### src/rtl/flptm_pkg.sv
`default_nettype none
package flptm_pkg;

  localparam int unsigned AddrW = 52;
  localparam int unsigned VaW   = 48;
  localparam int unsigned IdxW  = 9;
  localparam int unsigned EntW  = 64;

  localparam logic [1:0] ModeTranslate = 2'd0;
  localparam logic [1:0] ModeMap4k     = 2'd1;
  localparam logic [1:0] ModeUnmap     = 2'd2;
  localparam logic [1:0] ModeMap2m     = 2'd3;

  localparam logic [1:0] StOk    = 2'd0;
  localparam logic [1:0] StNoMap = 2'd1;
  localparam logic [1:0] StFull  = 2'd2;

  localparam logic [63:0] AddrMask = 64'h000F_FFFF_FFFF_F000;
  localparam logic [63:0] Mask2m   = 64'h000F_FFFF_FFE0_0000;
  localparam logic [63:0] FlP      = 64'h1;
  localparam logic [63:0] FlW      = 64'h2;
  localparam logic [63:0] FlU      = 64'h4;
  localparam logic [63:0] FlPs     = 64'h80;
  localparam logic [63:0] FlKeep   = 64'h1F;

  typedef enum logic [3:0] {
    S_INIT,
    S_IDLE,
    S_READ,
    S_WAIT,
    S_EVAL,
    S_CLEAR,
    S_SPLIT,
    S_OUT
  } state_t;

  // Command from controller to datapath.
  typedef struct packed {
    logic       start;
    logic       eval;
    logic       clr_step;
    logic       split_step;
  } cmd_t;

  // Status from datapath to controller.
  typedef struct packed {
    logic       done;
    logic       need_clear;
    logic       need_split;
    logic       sweep_last;
  } sts_t;

endpackage
`default_nettype wire

### src/rtl/flptm_ctrl.sv
`default_nettype none
module flptm_ctrl (
  input  wire logic           clk,
  input  wire logic           rst_n,
  input  wire logic           in_fire,
  input  wire logic           out_fire,
  input  wire flptm_pkg::sts_t sts,
  output flptm_pkg::cmd_t     cmd,
  output logic                busy,
  output logic                out_valid
);

  flptm_pkg::state_t state_r, state_nxt;

  // State register; reset starts the sweep that clears the root frame.
  always_ff @(posedge clk) begin
    if (!rst_n) begin
      state_r <= flptm_pkg::S_INIT;
    end else begin
      state_r <= state_nxt;
    end
  end

  // Next state and commands.
  always_comb begin
    state_nxt = state_r;
    cmd = '0;
    busy = 1'b1;
    out_valid = 1'b0;
    case (state_r)
      flptm_pkg::S_INIT: begin
        cmd.clr_step = 1'b1;
        if (sts.sweep_last) begin
          state_nxt = flptm_pkg::S_IDLE;
        end
      end
      flptm_pkg::S_IDLE: begin
        busy = 1'b0;
        if (in_fire) begin
          cmd.start = 1'b1;
          state_nxt = flptm_pkg::S_READ;
        end
      end
      flptm_pkg::S_READ: begin
        state_nxt = flptm_pkg::S_WAIT;
      end
      flptm_pkg::S_WAIT: begin
        state_nxt = flptm_pkg::S_EVAL;
      end
      flptm_pkg::S_EVAL: begin
        cmd.eval = 1'b1;
        if (sts.done) begin
          state_nxt = flptm_pkg::S_OUT;
        end else if (sts.need_split) begin
          state_nxt = flptm_pkg::S_SPLIT;
        end else if (sts.need_clear) begin
          state_nxt = flptm_pkg::S_CLEAR;
        end else begin
          state_nxt = flptm_pkg::S_READ;
        end
      end
      flptm_pkg::S_CLEAR: begin
        cmd.clr_step = 1'b1;
        if (sts.sweep_last) begin
          state_nxt = flptm_pkg::S_READ;
        end
      end
      flptm_pkg::S_SPLIT: begin
        cmd.split_step = 1'b1;
        if (sts.sweep_last) begin
          state_nxt = flptm_pkg::S_READ;
        end
      end
      flptm_pkg::S_OUT: begin
        out_valid = 1'b1;
        if (out_fire) begin
          state_nxt = flptm_pkg::S_IDLE;
        end
      end
      default: begin
        state_nxt = flptm_pkg::S_IDLE;
      end
    endcase
  end

endmodule
`default_nettype wire

### config.mk
export PLATFORM = sky130hd
export DESIGN_NAME = flptm_ctrl
export DESIGN_NICKNAME = d
export VERILOG_FILES = /design/src/rtl/flptm_pkg.sv /design/src/rtl/flptm_ctrl.sv
export SDC_FILE = /design/constraint.sdc
export NUM_CORES = 1
export LEC_CHECK = 0
export BUFFER_PORTS_ARGS = -buffer_cell sky130_fd_sc_hd__buf_2
export CAP_MARGIN = 40
export CORE_AREA = 2 2 39 41
export CTS_BUF_LIST = sky130_fd_sc_hd__clkbuf_16
export DETAILED_ROUTE_END_ITERATION = 6
export DIE_AREA = 0 0 41 43
export SYNTH_ARGS = -nofsm -noshare
export SYNTH_HDL_FRONTEND = slang
export SYNTH_SLANG_ARGS = --single-unit
### constraint.sdc
create_clock -name clk -period 1 [get_ports clk]
set_input_delay 0.05 -clock clk [delete_from_list [all_inputs] [get_ports clk]]
set_output_delay 0.05 -clock clk [all_outputs]
set_load 0.05 [all_outputs]
# Yosys cells after proc, flatten, opt, wreduce, memory -nomap -nowiden
# Index checks and enable logic that the tools add are counted.
[op_classes] n_eq_ne=11 mux=15 n_reduce_logical=4
[op_table] op="$pmux 4 s7" count=1
[op_table] op="$eq 4x3->1 const B" count=4
[op_table] op="$mux 4" count=4
[op_table] op="$mux 3" count=3
[op_table] op="$eq 4x2->1 const B" count=2
[op_table] op="$mux 1" count=7
[op_table] op="$ne 2x2->1 const B" count=3
[op_table] op="$eq 4x1->1 const B" count=1
[op_table] op="$logic_not 4->1" count=1
[op_table] op="$reduce_and 4->1" count=1
[op_table] op="$reduce_or 2->1" count=2
[op_table] op="$ne 2x1->1 const B" count=1
[word_totals] ff_bits=4 in_bits=8 out_inout_bits=6 elab_cells=31

# Depth between registers and ports, before layout
[depth] depth_word=4 mapped_depth=5 mapped_depth_nobuf=4

# Least setup slack after synthesis
# No wires, ideal clock.
[synth_timing] path_kind="reg-to-output" from="register state_r[0]" to="output port cmd[3] (netlist name)" t_arrival_ps=1672 t_required_ps=950 slack_ps=-722 path_stages_with_launch=4 n_path_buf=1 path_cell_list="dfxtp_1 buf_4 nand2_1 nor3_1"
[synth_lines] item="start: declaration" line="flptm_ctrl.sv:13" source="flptm_pkg::state_t state_r, state_nxt;"
[synth_lines] item="start signal: assignment" line="flptm_ctrl.sv:18" source="state_r <= flptm_pkg::S_INIT;"
[synth_lines] item="start signal: assignment" line="flptm_ctrl.sv:20" source="state_r <= state_nxt;"
[synth_lines] item="end: declaration" line="flptm_ctrl.sv:8" source="output flptm_pkg::cmd_t cmd,"

==> qor.yml <==
synthesis:
  synth_top_area_share_pct: 19.3
  ys_seq_area_share_pct: 19.3
  synth.top_cells.by_count: "nor2_1, nand2_1, o21ai_0"
  syn_area_um2: 312
  synthArstFlopShare_pct: 0
  yosys.area.top_type: "dfxtp_1"
  synth_nets: 55
  synth.avg_cell_area_um2: 6.63
  ys_top_cells_by_area: "dfxtp_1, nor2_1, o21ai_0, buf_6, nand2_1"
  netlist_instances: 47
  yosys_warnings: 0
  synth-edff-count: 0
  yosys.cell_types.count: 21
  synthFlopType: "dfxtp_1"
  ys_ff_latch: 3
  synth_most_common_cell: "nor2_1"
final_layout:
  final_core_util_pct: 46.4
  final-instance-count-excl-fill: 88
  nets: 81
  drive_gt1_share_pct: 54.2
  multi_input_area_um2: 259
  top_register: "state_r"
  diodes: 0
  final-seq-area_um2: 68.8
  syn_to_final_growth_pct: 106
  largest_reg_flops: 3
  fillerInstances: 137
  reg_top3: "state_r: 3 flops"
floorplanning:
  initial_core_util_pct: 22.5
  row_count: 14
  core-area_mm2: 0.00138
  die_w_um: 41
  fp.dieArea_mm2: 0.00176
  io_pins: 14
  die_h_um: 43
critical_path:
  path_class: "reg -> out"
  cp-end-kind: "output pin"
  r2r-start: "state_r[2]$_SDFFE_PN0P_"
  r2r_slack_ns: -0.08
  reg2reg_to: "state_r[1]$_SDFFE_PN0P_"
  ff2ff_path_depth: 4
  worstPathRequired_ns: 0.95
  cp_data_arrival_time_ns: 1.09
  crit_path_start_kind: "flop"
  cp_max_fo: 7
global_route:
  grt.total_usage_pct: 11.4
  grt_max_degree: 9
  grt_antenna_before_repair: 0
  grt_overflow: 0
  grt_pass1_wl_um: 1240
  grt_pass1_vias: 325
timing:
  period_minus_slack_ns: 1.14
  setup_tns_ns: -0.636
  worstMarginPinSlew_ns: 0.215
  finalSetupViolCount: 7
  fin_crit_sh_pct: 114
  fin_ws_ns: -0.136
  slew_headroom_pct: 85.6
  maxSlewViolCount: 0
  hold_viol: 0
  clock.fmax_ghz: 0.880
  skew_ns: 0.0000259
  rsz0062_at_grt: "true"
pwr:
  vdd_drop_max_v: 0.000870
  p_leak_nw: 0.293
  total_power_mw: 1.22
  p_per_area_mw_per_mm2: 1910
route:
  drc_errors: 0
  drtPass1Iterations: 2
  wirelength_um: 934
  first_iter_violations: 4
  vias: 403
  ant_nets: 0
  wl_per_cell_um: 10.6
  via_per_inst: 4.58
place:
  dp.cells: 82
  pre_cts_ws_ns: -0.169
  hpwlAfterDp_um: 651
  io_buffers: 13
  gp_congestion: 0.757
min_path:
  min_to: "state_r[2]$_SDFFE_PN0P_"
  min_from: "rst_n"
  hold_class: "in -> reg"
  min_path_cells: 3
cts:
  cts-root-buf: "clkbuf_16"
  clkSlewWorstSetupHoldPaths_ns: 0.03
  cts.sink_count: 3
  holdBufCountCts: 0
  cts_buffer_depth: 2
  clk_latency_ns: 0.22
  cts-htree-levels: 1
  cts_buffers: 3
  cts_tree: "yes"
run_status:
  run_status: "complete, but fails checks"
  violations: "setup timing"
run:
  cap_violations: 0
-- logic make-up (layout without fill, tap and decap cells) --
| logic type | count (synthesis) | after routing | share of synthesized area (%) |
|---|---|---|---|
| simple gates | 24 | 24 | 37.3 |
| compound gates | 13 | 13 | 24.9 |
| xor+xnor | 1 | 1 | 5.22 |
| buf+inv | 6 | 31 | 13.3 |
| flops | 3 | 3 | 19.3 |
-- critical path, stage by stage (launching register included) --
cell,delay [ns]
dfxtp_4,0.37
buf_4,0.14
nor3_4,0.17
buf_6,0.18
-- how the worst max path moves through the flow --
| stage | startpoint | endpoint | slack [ns] | depth (start not counted) |
|---|---|---|---|---|
| 4_1_cts | state_r[0]$_SDFFE_PN0P_ | cmd[1] | -0.13 | 4 |
| 3_5_place_dp | state_r[2]$_SDFFE_PN0P_ | state_r[1]$_SDFFE_PN0P_ | -0.17 | 4 |
| 3_3_place_gp | state_r[2]$_SDFFE_PN0P_ | state_r[1]$_SDFFE_PN0P_ | -0.16 | 4 |
| 2_1_floorplan | state_r[1]$_SDFFE_PN0P_ | state_r[2]$_SDFFE_PN0P_ | -0.19 | 5 |
| 6_report | state_r[1]$_SDFFE_PN0P_ | cmd[3] | -0.14 | 3 |
| 5_1_grt | state_r[0]$_SDFFE_PN0P_ | cmd[1] | -0.16 | 4 |
-- per-stage QoR --
step                cell area, µm²  hold WS, ns
floorplan                      345        0.159
global placement               468        0.299
detailed placement             468        0.297
CTS                            593       0.0558
global route                   642       0.0861
finish                         642       0.0693
-- routing by layer --
metal / GRT usage (%) / vias to the layer above / routed length, µm
li1: - / 208 / -
met1: 10.9 / 183 / 358
met2: 16.6 / 8 / 495
met3: 6.28 / 4 / 50
met4: 10.0 / 0 / 29
met5: 0 / - / 0
-- final cells by class --
class                      instances  share of cell area [%]
clock inverter                     1                   0.585
inverter                           3                    1.75
sequential                         3                    10.7
multi-input combinational         38                    40.4
clock buffer                       3                    11.7
tap                               16                    3.12
timing repair buffer              24                    31.8
-- power by group --
part / internal, mW / switching, mW / total [mW]
sequential: 0.139 / 0.0325 / 0.171
clock: 0.516 / 0.112 / 0.628
combinational: 0.185 / 0.240 / 0.425
total: 0.839 / 0.385 / 1.22
-- placed cells by master (no fill, tap or decap) --
master	Yosys	final
a21boi_1	0	1
a21oi_1	2	2
a31oi_1	2	2
buf_2	0	7
buf_4	1	9
buf_6	2	5
buf_8	0	3
clkbuf_16	0	3
dfxtp_2	0	1
dfxtp_4	0	2
inv_1	3	4
nand2_1	6	5
nand2_4	0	1
nand2b_1	2	2
nand2b_4	1	1
nand3_1	2	2
nand4_1	1	1
nor2_1	9	6
nor2_2	1	1
nor2_4	0	3
nor2b_1	1	1
nor3_4	0	1
o21ai_0	5	4
o21ai_1	0	1
o22ai_1	1	1
o311ai_2	0	1
o31ai_1	1	1
xor2_2	1	1
-- repair_timing --
action / 4_1_cts / 5_1_grt
pin swaps: 0 / 3
endpoints found under the setup margin: 9 / 9
buffers inserted: 0 / 2
resized for setup: 17 / 10
endpoints found under the hold margin: 0 / 0
Power figures use the tool's default switching activity.
